===== src/design/fmeg_pkg.sv =====
// Shared types, constants and the attack curve of the FM envelope generator.
package fmeg_pkg;

  localparam int unsigned NumSlotsDef = 18;

  localparam int unsigned PhaseW = 23;
  localparam int unsigned LfsrW  = 18;
  localparam int unsigned AmW    = 20;
  localparam int unsigned AttnW  = 7;

  localparam logic [LfsrW-1:0]  LfsrReset    = 18'h3ffff;
  localparam logic [PhaseW-1:0] PhaseAllOnes = 23'h7fffff;
  localparam logic [PhaseW-1:0] PhaseAttack  = 23'h3fffff;
  localparam logic [AttnW-1:0]  AttnMax      = 7'h7f;
  localparam logic [4:0]        AmWrapTop    = 5'h1f;
  localparam logic [3:0]        RhythmPair   = 4'd7;
  localparam logic [4:0]        ReleaseEnd   = 5'd15;
  localparam logic [3:0]        RateMax      = 4'd15;

  typedef enum logic [1:0] {
    MODE_ATTACK  = 2'd0,
    MODE_DECAY   = 2'd1,
    MODE_RELEASE = 2'd2,
    MODE_FINISH  = 2'd3
  } env_mode_e;

  // One input transaction
  typedef struct packed {
    logic [4:0] slot_index;
    logic [6:0] total_level;
    logic [3:0] key_scale_rate;
    logic [3:0] release_rate;
    logic [3:0] attack_rate;
    logic [3:0] decay_rate;
    logic [3:0] sustain_level;
    logic       am_enable;
    logic       key_on;
    logic       rhythm_on;
  } in_item_t;

  // One result transaction
  typedef struct packed {
    logic [AttnW-1:0] attenuation;
  } out_item_t;

  // Per-slot state; only the low three bits of the step are ever read back
  typedef struct packed {
    env_mode_e         mode;
    logic [PhaseW-1:0] phase;
    logic [2:0]        step_lo;
    logic              prev_key;
  } slot_state_t;

  localparam logic [6:0] AtkCurve [128] = '{
    7'd127, 7'd127, 7'd108, 7'd98, 7'd90, 7'd84, 7'd80, 7'd75,
    7'd72, 7'd69, 7'd66, 7'd64, 7'd61, 7'd59, 7'd57, 7'd56,
    7'd54, 7'd52, 7'd51, 7'd49, 7'd48, 7'd47, 7'd45, 7'd44,
    7'd43, 7'd42, 7'd41, 7'd40, 7'd39, 7'd38, 7'd37, 7'd36,
    7'd36, 7'd35, 7'd34, 7'd33, 7'd33, 7'd32, 7'd31, 7'd30,
    7'd30, 7'd29, 7'd29, 7'd28, 7'd27, 7'd27, 7'd26, 7'd26,
    7'd25, 7'd24, 7'd24, 7'd23, 7'd23, 7'd22, 7'd22, 7'd21,
    7'd21, 7'd21, 7'd20, 7'd20, 7'd19, 7'd19, 7'd18, 7'd18,
    7'd17, 7'd17, 7'd17, 7'd16, 7'd16, 7'd15, 7'd15, 7'd15,
    7'd14, 7'd14, 7'd14, 7'd13, 7'd13, 7'd13, 7'd12, 7'd12,
    7'd12, 7'd11, 7'd11, 7'd11, 7'd10, 7'd10, 7'd10, 7'd9,
    7'd9, 7'd9, 7'd9, 7'd8, 7'd8, 7'd8, 7'd7, 7'd7,
    7'd7, 7'd7, 7'd6, 7'd6, 7'd6, 7'd6, 7'd5, 7'd5,
    7'd5, 7'd4, 7'd4, 7'd4, 7'd4, 7'd4, 7'd3, 7'd3,
    7'd3, 7'd3, 7'd2, 7'd2, 7'd2, 7'd2, 7'd1, 7'd1,
    7'd1, 7'd1, 7'd1, 7'd0, 7'd0, 7'd0, 7'd0, 7'd0
  };

endpackage


===== src/design/fmeg_stream_if.sv =====
// Valid/ready stream interface carrying one payload struct per transaction.
interface fmeg_stream_if #(
  parameter type T = logic
) ();
  logic valid;
  logic ready;
  T     data;

  modport source (output valid, output data, input ready);
  modport sink   (input valid, input data, output ready);
endinterface


===== src/design/fm_envelope_generator_unit.sv =====
// Top level of the time-multiplexed FM operator envelope generator.
//
// Usage: one input transaction per operator slot time on in_i carries the
// slot index and that slot's rate, level and key settings. Every transaction
// yields exactly one result transaction on out_o with the 7-bit attenuation.
// The shared noise LFSR and AM-LFO counter step once per transaction, also for
// a slot index beyond the last slot (which reads 127 and changes no slot).
// Path: a transaction lands in the input register, and its result then moves
// into the output register, which drives out_o.valid; a stall on out_o holds
// it in the input register meanwhile. Throughput: one transaction per cycle
// while out_o.ready is high; per-slot state is read and written in the same
// cycle, so consecutive steps of one slot see each other's update, no bubble.
// Reset: every slot goes to finish mode with phase and step zero and key low,
// the LFSR to all ones and the AM counter to zero; both registers empty.
// Stall: while out_o.ready is low the result holds, the pending input
// transaction waits in the input register and in_i.ready drops once it is
// full; nothing is lost or repeated.
module fm_envelope_generator_unit
  import fmeg_pkg::*;
#(
  parameter int unsigned NUM_SLOTS = NumSlotsDef
) (
  input  logic                 clk_i,
  input  logic                 rst_ni,
  fmeg_stream_if.sink          in_i,
  fmeg_stream_if.source        out_o
);

  localparam int unsigned SlotW = $clog2(NUM_SLOTS);

  in_item_t         in_q;
  logic             in_vld_q;
  out_item_t        out_q;
  logic             out_vld_q;
  logic [LfsrW-1:0] lfsr_q, lfsr_d;
  logic [AmW-1:0]   am_q, am_d, am_inc;
  slot_state_t      slot_q [NUM_SLOTS];
  slot_state_t      cur_state;
  slot_state_t      nxt_state;
  logic [AttnW-1:0] calc_attn;
  logic [SlotW-1:0] slot_idx;
  logic             slot_ok;
  logic             fire;

  // Process the held transaction when the output register is free
  assign fire      = in_vld_q && (!out_vld_q || out_o.ready);
  assign in_i.ready = !in_vld_q || fire;
  assign out_o.valid = out_vld_q;
  assign out_o.data  = out_q;

  assign slot_ok   = {1'b0, in_q.slot_index} < 6'(NUM_SLOTS);
  assign slot_idx  = in_q.slot_index[SlotW-1:0];
  assign cur_state = slot_q[slot_idx];

  // Advance shared noise LFSR and AM counter
  always_comb begin
    lfsr_d = {lfsr_q[LfsrW-2:0], lfsr_q[17] ^ lfsr_q[14]};
    am_inc = am_q + 20'd1;
    am_d   = (am_inc[19:15] == AmWrapTop) ? {4'b0, am_inc[15:0]} : am_inc;
  end

  fmeg_env_calc u_calc (
    .item_i   (in_q),
    .state_i  (cur_state),
    .noise_i  (lfsr_d[0]),
    .am_cnt_i (am_d),
    .state_o  (nxt_state),
    .attn_o   (calc_attn)
  );

  // Input register
  always_ff @(posedge clk_i or negedge rst_ni) begin
    if (!rst_ni) begin
      in_vld_q <= 1'b0;
    end else if (in_i.ready) begin
      in_vld_q <= in_i.valid;
    end
  end

  always_ff @(posedge clk_i) begin
    if (in_i.valid && in_i.ready) begin
      in_q <= in_i.data;
    end
  end

  // Output register
  always_ff @(posedge clk_i or negedge rst_ni) begin
    if (!rst_ni) begin
      out_vld_q <= 1'b0;
    end else if (fire) begin
      out_vld_q <= 1'b1;
    end else if (out_o.ready) begin
      out_vld_q <= 1'b0;
    end
  end

  always_ff @(posedge clk_i) begin
    if (fire) begin
      out_q.attenuation <= slot_ok ? calc_attn : AttnMax;
    end
  end

  // Shared generators and per-slot state
  always_ff @(posedge clk_i or negedge rst_ni) begin
    if (!rst_ni) begin
      lfsr_q <= LfsrReset;
      am_q   <= '0;
      for (int s = 0; s < NUM_SLOTS; s++) begin
        slot_q[s].mode     <= MODE_FINISH;
        slot_q[s].phase    <= '0;
        slot_q[s].step_lo  <= '0;
        slot_q[s].prev_key <= 1'b0;
      end
    end else if (fire) begin
      lfsr_q <= lfsr_d;
      am_q   <= am_d;
      if (slot_ok) begin
        slot_q[slot_idx] <= nxt_state;
      end
    end
  end

endmodule


===== src/design/fmeg_env_calc.sv =====
// Attenuation and next slot state for one envelope step.
module fmeg_env_calc
  import fmeg_pkg::*;
(
  input  in_item_t         item_i,
  input  slot_state_t      state_i,
  input  logic             noise_i,
  input  logic [AmW-1:0]   am_cnt_i,
  output slot_state_t      state_o,
  output logic [AttnW-1:0] attn_o
);

  logic [8:0]        sum;
  logic [3:0]        am_add;
  logic [3:0]        rate;
  logic [4:0]        rate_sum;
  logic [3:0]        rate_eff;
  logic [PhaseW-1:0] atk_step;
  logic [PhaseW-1:0] dr_step;
  logic [2:0]        dr_base;
  logic [5:0]        atk_base;
  logic [PhaseW-1:0] phase_adv;
  logic [2:0]        step_nxt;
  env_mode_e         mode_nxt;
  logic [PhaseW-1:0] phase_nxt;

  // Form the attenuation sum from mode, noise and AM triangle
  always_comb begin
    unique case (state_i.mode)
      MODE_ATTACK: begin
        rate = item_i.attack_rate;
        sum  = {2'b0, item_i.total_level} + {2'b0, AtkCurve[~state_i.phase[21:15]]};
      end
      MODE_DECAY: begin
        rate = item_i.decay_rate;
        sum  = {2'b0, item_i.total_level} + {2'b0, state_i.phase[21:15]};
      end
      MODE_RELEASE: begin
        rate = item_i.release_rate;
        sum  = {2'b0, item_i.total_level} + {2'b0, state_i.phase[21:15]};
      end
      default: begin
        rate = '0;
        sum  = {2'b0, AttnMax};
      end
    endcase
    if (noise_i && (item_i.slot_index[4:1] == RhythmPair) && item_i.rhythm_on) begin
      sum = sum + 9'h080;
    end
    am_add = am_cnt_i[19] ? ~am_cnt_i[18:15] : (am_cnt_i[18:15] - 4'd1);
    if (item_i.am_enable) begin
      sum = sum + {5'b0, am_add};
    end
    attn_o = sum[8:7] != 2'b0 ? AttnMax : sum[6:0];
  end

  // Scale the rate and build both step candidates
  always_comb begin
    rate_sum = {1'b0, rate} + {3'b0, item_i.key_scale_rate[3:2]};
    rate_eff = rate_sum[4] ? RateMax : rate_sum[3:0];
    atk_base = 6'd6 * {3'b0, 3'd4 + {1'b0, item_i.key_scale_rate[1:0]}};
    atk_step = {{(PhaseW-6){1'b0}}, atk_base} << rate_eff;
    dr_base  = state_i.step_lo | (3'd4 + {1'b0, item_i.key_scale_rate[1:0]});
    dr_step  = {{(PhaseW-3){1'b0}}, dr_base} << (rate_eff - 4'd1);
  end

  // Advance the phase and step, then the mode transitions and key edges
  always_comb begin
    phase_adv = state_i.phase;
    step_nxt  = state_i.step_lo;
    if (rate != 4'd0) begin
      if (state_i.mode == MODE_ATTACK) begin
        step_nxt  = atk_step[2:0];
        phase_adv = state_i.phase - atk_step;
      end else if (state_i.mode != MODE_FINISH) begin
        step_nxt  = dr_step[2:0];
        phase_adv = state_i.phase + dr_step;
      end
    end

    mode_nxt  = state_i.mode;
    phase_nxt = phase_adv;
    unique case (state_i.mode)
      MODE_ATTACK: begin
        if (phase_adv[22]) begin
          phase_nxt = '0;
          mode_nxt  = MODE_DECAY;
        end
      end
      MODE_DECAY: begin
        if (phase_adv[22:18] >= {1'b0, item_i.sustain_level}) begin
          mode_nxt = MODE_RELEASE;
        end
      end
      MODE_RELEASE: begin
        if (phase_adv[22:18] >= ReleaseEnd) begin
          mode_nxt = MODE_FINISH;
        end
      end
      default: begin
        phase_nxt = PhaseAllOnes;
      end
    endcase

    if (!state_i.prev_key && item_i.key_on) begin
      phase_nxt = PhaseAttack;
      mode_nxt  = MODE_ATTACK;
    end else if (state_i.prev_key && !item_i.key_on && mode_nxt != MODE_FINISH) begin
      mode_nxt = MODE_RELEASE;
    end

    state_o.mode     = mode_nxt;
    state_o.phase    = phase_nxt;
    state_o.step_lo  = step_nxt;
    state_o.prev_key = item_i.key_on;
  end

endmodule


===== src/flat_wrapper.sv =====
// flat-port wrapper written by rule: the top's interface ports become plain ports
module fm_envelope_generator_unit_flat import fmeg_pkg::*;
#(
  parameter int unsigned NUM_SLOTS = NumSlotsDef
)
  (clk_i, rst_ni, in_i_valid, in_i_data, in_i_ready, out_o_valid, out_o_data, out_o_ready);
  fmeg_stream_if #(.T(in_item_t)) in_i_i ();
  fmeg_stream_if #(.T(out_item_t)) out_o_i ();
  input  logic clk_i;
  input  logic rst_ni;
  input wire logic [$bits(in_i_i.valid)-1:0] in_i_valid;
  input wire logic [$bits(in_i_i.data)-1:0] in_i_data;
  output wire logic [$bits(in_i_i.ready)-1:0] in_i_ready;
  output wire logic [$bits(out_o_i.valid)-1:0] out_o_valid;
  output wire logic [$bits(out_o_i.data)-1:0] out_o_data;
  input wire logic [$bits(out_o_i.ready)-1:0] out_o_ready;
  assign in_i_i.valid = in_i_valid;
  assign in_i_i.data = in_i_data;
  assign in_i_ready = in_i_i.ready;
  assign out_o_valid = out_o_i.valid;
  assign out_o_data = out_o_i.data;
  assign out_o_i.ready = out_o_ready;
  fm_envelope_generator_unit #(.NUM_SLOTS(NUM_SLOTS)) u_core (.clk_i(clk_i), .rst_ni(rst_ni), .in_i(in_i_i), .out_o(out_o_i));
endmodule

===== config.mk =====
export PLATFORM = sky130hd
export DESIGN_NAME = fm_envelope_generator_unit_flat
export DESIGN_NICKNAME = d
export VERILOG_FILES = /design/src/design/fmeg_pkg.sv /design/src/design/fmeg_stream_if.sv /design/src/design/fm_envelope_generator_unit.sv /design/src/design/fmeg_env_calc.sv /design/src/flat_wrapper.sv
export SDC_FILE = /design/constraint.sdc
export NUM_CORES = 1
export LEC_CHECK = 0
export ABC_AREA = 0
export BUFFER_PORTS_ARGS = -buffer_cell sky130_fd_sc_hd__buf_2
export CAP_MARGIN = 15
export CORE_MARGIN = 10
export CORE_UTILIZATION = 45
export DETAILED_ROUTE_END_ITERATION = 6
export PLACE_DENSITY = 0.67
export SLEW_MARGIN = 25
export SYNTH_ARGS = -nofsm -noshare
export SYNTH_HDL_FRONTEND = slang
export SYNTH_SLANG_ARGS = --single-unit

===== constraint.sdc =====
create_clock -name clk_i -period 19.8 [get_ports clk_i]
set_input_delay 1.98 -clock clk_i [delete_from_list [all_inputs] [get_ports clk_i]]
set_output_delay 1.98 -clock clk_i [all_outputs]
set_load 0.02 [all_outputs]

==> summary.txt <==
Synthesis
  – Synthesized-area fraction occupied by adder cells: 0.0321
  – Synth Cell Area: 0.0306 mm²
  – Cells after Synth: approximately 3,000
  – Register area share after synthesis: 0.488
  – Synth unique cells: 101
  – Compound-gate portion of the synthesized area: 0.168
  – Async SR Flop Fraction: 0.928
  – Number of synthesized flops with an enable pin: 42
  – Top FF cell, synth: dfrtp_1
  – XOR/XNOR share of the synthesized area: 0.0160
  – Simple-gate area share of the yosys netlist: 0.141
  – Largest family of logic cells by synthesized area: compound AO/OA/AOI/OAI gates
  – Syn avg cell area: 9.97 µm²
  – Yosys reg bits: 586
  – Syn nets: 3,184
  – Mux share of post-synthesis cell area: 0.114
  – Synth Warn #: 0

Floorplanning
  – Total core area: 0.0673 mm²
  – Die X: approximately 280 µm
  – Die Height: 281 µm
  – IO Pins: 48
  – Initial core utilization: 0.455
  – Die area: between 0.07 and 0.08 mm²
  – Num rows: 95

Global route
  – Largest net degree at the start of global routing: 121
  – Initial antenna violation count: 1
  – GRT Util Overall: 0.228
  – Remaining global-route overflow: 0
  – Vias in the first global route: 23,600
  – Global-route wire length before repair: between 100 and 150 mm

Power and ir drop
  – Leakage dissipation: 14.8 nW
  – Cell Pwr Density: 134 mW/mm²
  – Worst VDD drop: 86.2 µV
  – Final Total Pwr: between 4 and 5 mW

Clock tree
  – Max Root-Sink Buffers: 3
  – Reg clk slew, reported paths: 0.06 ns
  – Clock latency at the later pin of the worst-skew pair: 0.67 ns
  – Clock sink count: 586
  – Root buffer cell: clkbuf_16
  – CTS HTree Levels: 2
  – Postcts setup bufs: 0
  – CTS tree: yes
  – CTS Hold Bufs: 0
  – CTS resizes: 0
  – Total CTS buffers: 60

Critical path
  – CP bufs+invs: 2
  – Worst path arrival time: 10.95 ns
  – Setup CP Type: reg -> reg
  – R2R cell count: 35
  – R2R Path Start: u_core.slot_idx[0]
  – Critical path peak fanout: 34
  – Crit end category: flop
  – Startpoint types: flop
  – CP required: around 20 ns
  – Reg2reg setup slack: 9.40 ns
  – Reg-to-reg endpoint: u_core.slot_q[86]
  – CP max stage delay: around 0.63 ns
  – Slowest CP cell: a221oi_1
  – CP Depth: 35
  – Cell family with most CP delay: compound AO/OA/AOI/OAI gates

Routing
  – Wire length per cell: 22.9 µm
  – DR vias/cell: 6.01
  – Post-DRT Antenna Nets: 0
  – Met2 WL: 42.8 mm
  – Met3 routed WL: 6.04 mm
  – M1 WL: 38.3 mm
  – # DRC: 0
  – Vias: 23,600
  – DR top layer: met5
  – DRT Wirelength: 90.2 mm
  – Initial DRC count: 2,402
  – Detailed Routing Iterations Pass 1: 6

STA
  – Final setup violating endpoints: 0
  – Final Hold Fails: 0
  – Final Cycle Share: 0.525
  – Measured slew at the worst slew-check pin: ~1.0 ns
  – Hold Slack: 0.423 ns
  – Fmax: between 0.09 and 0.1 GHz
  – Minimum clock period after layout: 10.40 ns
  – Final Slew Violations: 0
  – RSZ-0062 raised after global routing: no
  – Slew margin rel.: 0.296
  – Clk_skew: 0.0620 ns
  – Setup TNS: 0 ns

Worst hold path
  – WHS Endpoint: u_core.lfsr_q[5]
  – Hold depth: 2
  – Worst hold start: u_core.lfsr_q[4]
  – Worst hold path type: reg -> reg

Cells and area
  – Ant diodes: 0
  – Final Net Count: 3,128
  – Area Overhead vs Synth: 10.1%
  – Layout cells sized above 1: 0.162

Placement
  – GPL Wtd Cong: 0.969
  – Hpwl dp: about 60 mm
  – Port bufs: 47

Job
  – Maxcap violations: 0

Status
  – Status: finished, final reports clean
## power breakdown
group	internal, mW	switching [mW]
clock network	0.702	0.493
logic	0.605	1.04
registers	1.52	0.164
## metal layers
layer,up-vias,track usage
li1,10800,-
met1,11800,0.297
met2,872,0.377
met3,187,0.0402
met4,2,0.0819
met5,-,0
## placed cells by master (no fill, tap or decap), types with 27 or more instances in the layout
| master | count |
|---|---|
| dfstp_2 | 54 |
| o21ai_0 | 497 |
| clkbuf_16 | 61 |
| buf_2 | 46 |
| nor3_1 | 29 |
| o31ai_1 | 42 |
| mux2i_1 | 49 |
| buf_4 | 63 |
| nand2_1 | 657 |
| mux2_2 | 34 |
| ha_1 | 72 |
| edfxtp_1 | 42 |
| a21oi_1 | 95 |
| mux4_2 | 102 |
| xnor2_1 | 35 |
| nand3_1 | 27 |
| inv_1 | 39 |
| nor2_1 | 144 |
| dfrtp_1 | 490 |
## synthesized netlist by cell type, types with 7 or more instances
| cell | count | area (µm²) |
|---|---|---|
| or2_2 | 10 | 62.6 |
| o21ai_0 | 498 | 2490 |
| o211ai_1 | 11 | 82.6 |
| mux4_2 | 102 | 2300 |
| and3_1 | 11 | 68.8 |
| a211oi_1 | 12 | 90.1 |
| xnor2_1 | 35 | 307 |
| nor3_1 | 29 | 145 |
| and2_1 | 19 | 119 |
| clkbuf_1 | 178 | 668 |
| dfrtp_1 | 490 | 12300 |
| nor2_1 | 145 | 544 |
| o21a_1 | 19 | 143 |
| nand2b_1 | 25 | 156 |
| a21oi_1 | 107 | 536 |
| buf_2 | 23 | 115 |
| o22ai_1 | 8 | 50.1 |
| dfstp_2 | 54 | 1420 |
| mux2i_1 | 49 | 490 |
| nand4_1 | 15 | 93.8 |
| buf_4 | 7 | 52.6 |
| xor2_1 | 21 | 184 |
| nand3_1 | 37 | 185 |
| a22o_1 | 9 | 78.8 |
| a221oi_1 | 11 | 96.3 |
| mux2_2 | 34 | 383 |
| a31oi_1 | 16 | 100 |
| edfxtp_1 | 42 | 1260 |
| buf_1 | 9 | 33.8 |
| a222oi_1 | 17 | 170 |
| mux2_4 | 10 | 150 |
| nor2b_1 | 17 | 106 |
| nand2_1 | 663 | 2490 |
| a21o_1 | 22 | 165 |
| ha_1 | 72 | 901 |
| inv_1 | 39 | 146 |
| buf_6 | 9 | 101 |
| o31ai_1 | 42 | 315 |
| or3_1 | 11 | 68.8 |
| a22oi_1 | 18 | 135 |
## how the worst max path moves through the flow
| stage | slack, ns | from | end |
|---|---|---|---|
| after floorplan | 10.75 | u_core.slot_idx[0] | u_core.slot_q[115] |
| after global placement | 9.75 | u_core.slot_idx[0] | u_core.slot_q[463] |
| after detailed placement | 9.53 | u_core.slot_idx[0] | u_core.slot_q[376] |
| after CTS | 9.48 | u_core.slot_idx[0] | u_core.slot_q[86] |
| after global routing | 8.59 | u_core.slot_idx[0] | u_core.slot_q[115] |
| final | 9.40 | u_core.slot_idx[0] | u_core.slot_q[86] |
## cell families after synthesis
kind of cell / Yosys count
DFF: 586
adders and majority gates: 76
AOI/OAI and AO/OA: 861
buffers and inverters: 276
xor gates and xnor gates: 56
muxes: 202
and+or+nand+nor: 1012
## worst register-to-register path, delay by kind of cell, from the launching register on
family | cells | cell delay [ns]
buffers and inverters | 2 | 0.89
AO/OA/AOI/OAI | 15 | 4.31
flip-flops | 1 | 0.32
adder cells (fa/ha/maj) | 4 | 1.34
AND/OR/NAND/NOR | 10 | 2.23
multiplexers | 4 | 1.23
## area by class of cell
cell class | count | area, µm²
clock buffer | 84 | 1800
clock inverter | 27 | 337
fill | 6011 | 33600
inverter | 45 | 171
multi-input combinational | 2207 | 14600
sequential | 586 | 14900
tap | 873 | 1090
timing repair buffer | 113 | 768
## through the flow
stage                     utilization  worst slack (ns)  std cells  instance area [µm²]
after CTS                       0.500              9.48       3934                33600
after global placement          0.467              9.75       3823                31400
final                           0.501              9.40       3935                33700
after detailed placement        0.468              9.53       3823                31500
after floorplan                     -             10.75       3069                30600
after global routing            0.501              8.59       3935                33700
## registers in the layout, indices dropped and copies added (netlist names)
signal              cells
u_core.lfsr_q          18
u_core.in_vld_q         1
u_core.out_o.valid      1
u_core.out_o.data       7
u_core.slot_idx         5
u_core.slot_q         504
u_core.am_q            20
u_core.in_q            30
No activity file was read; power rests on OpenSTA's default activity.
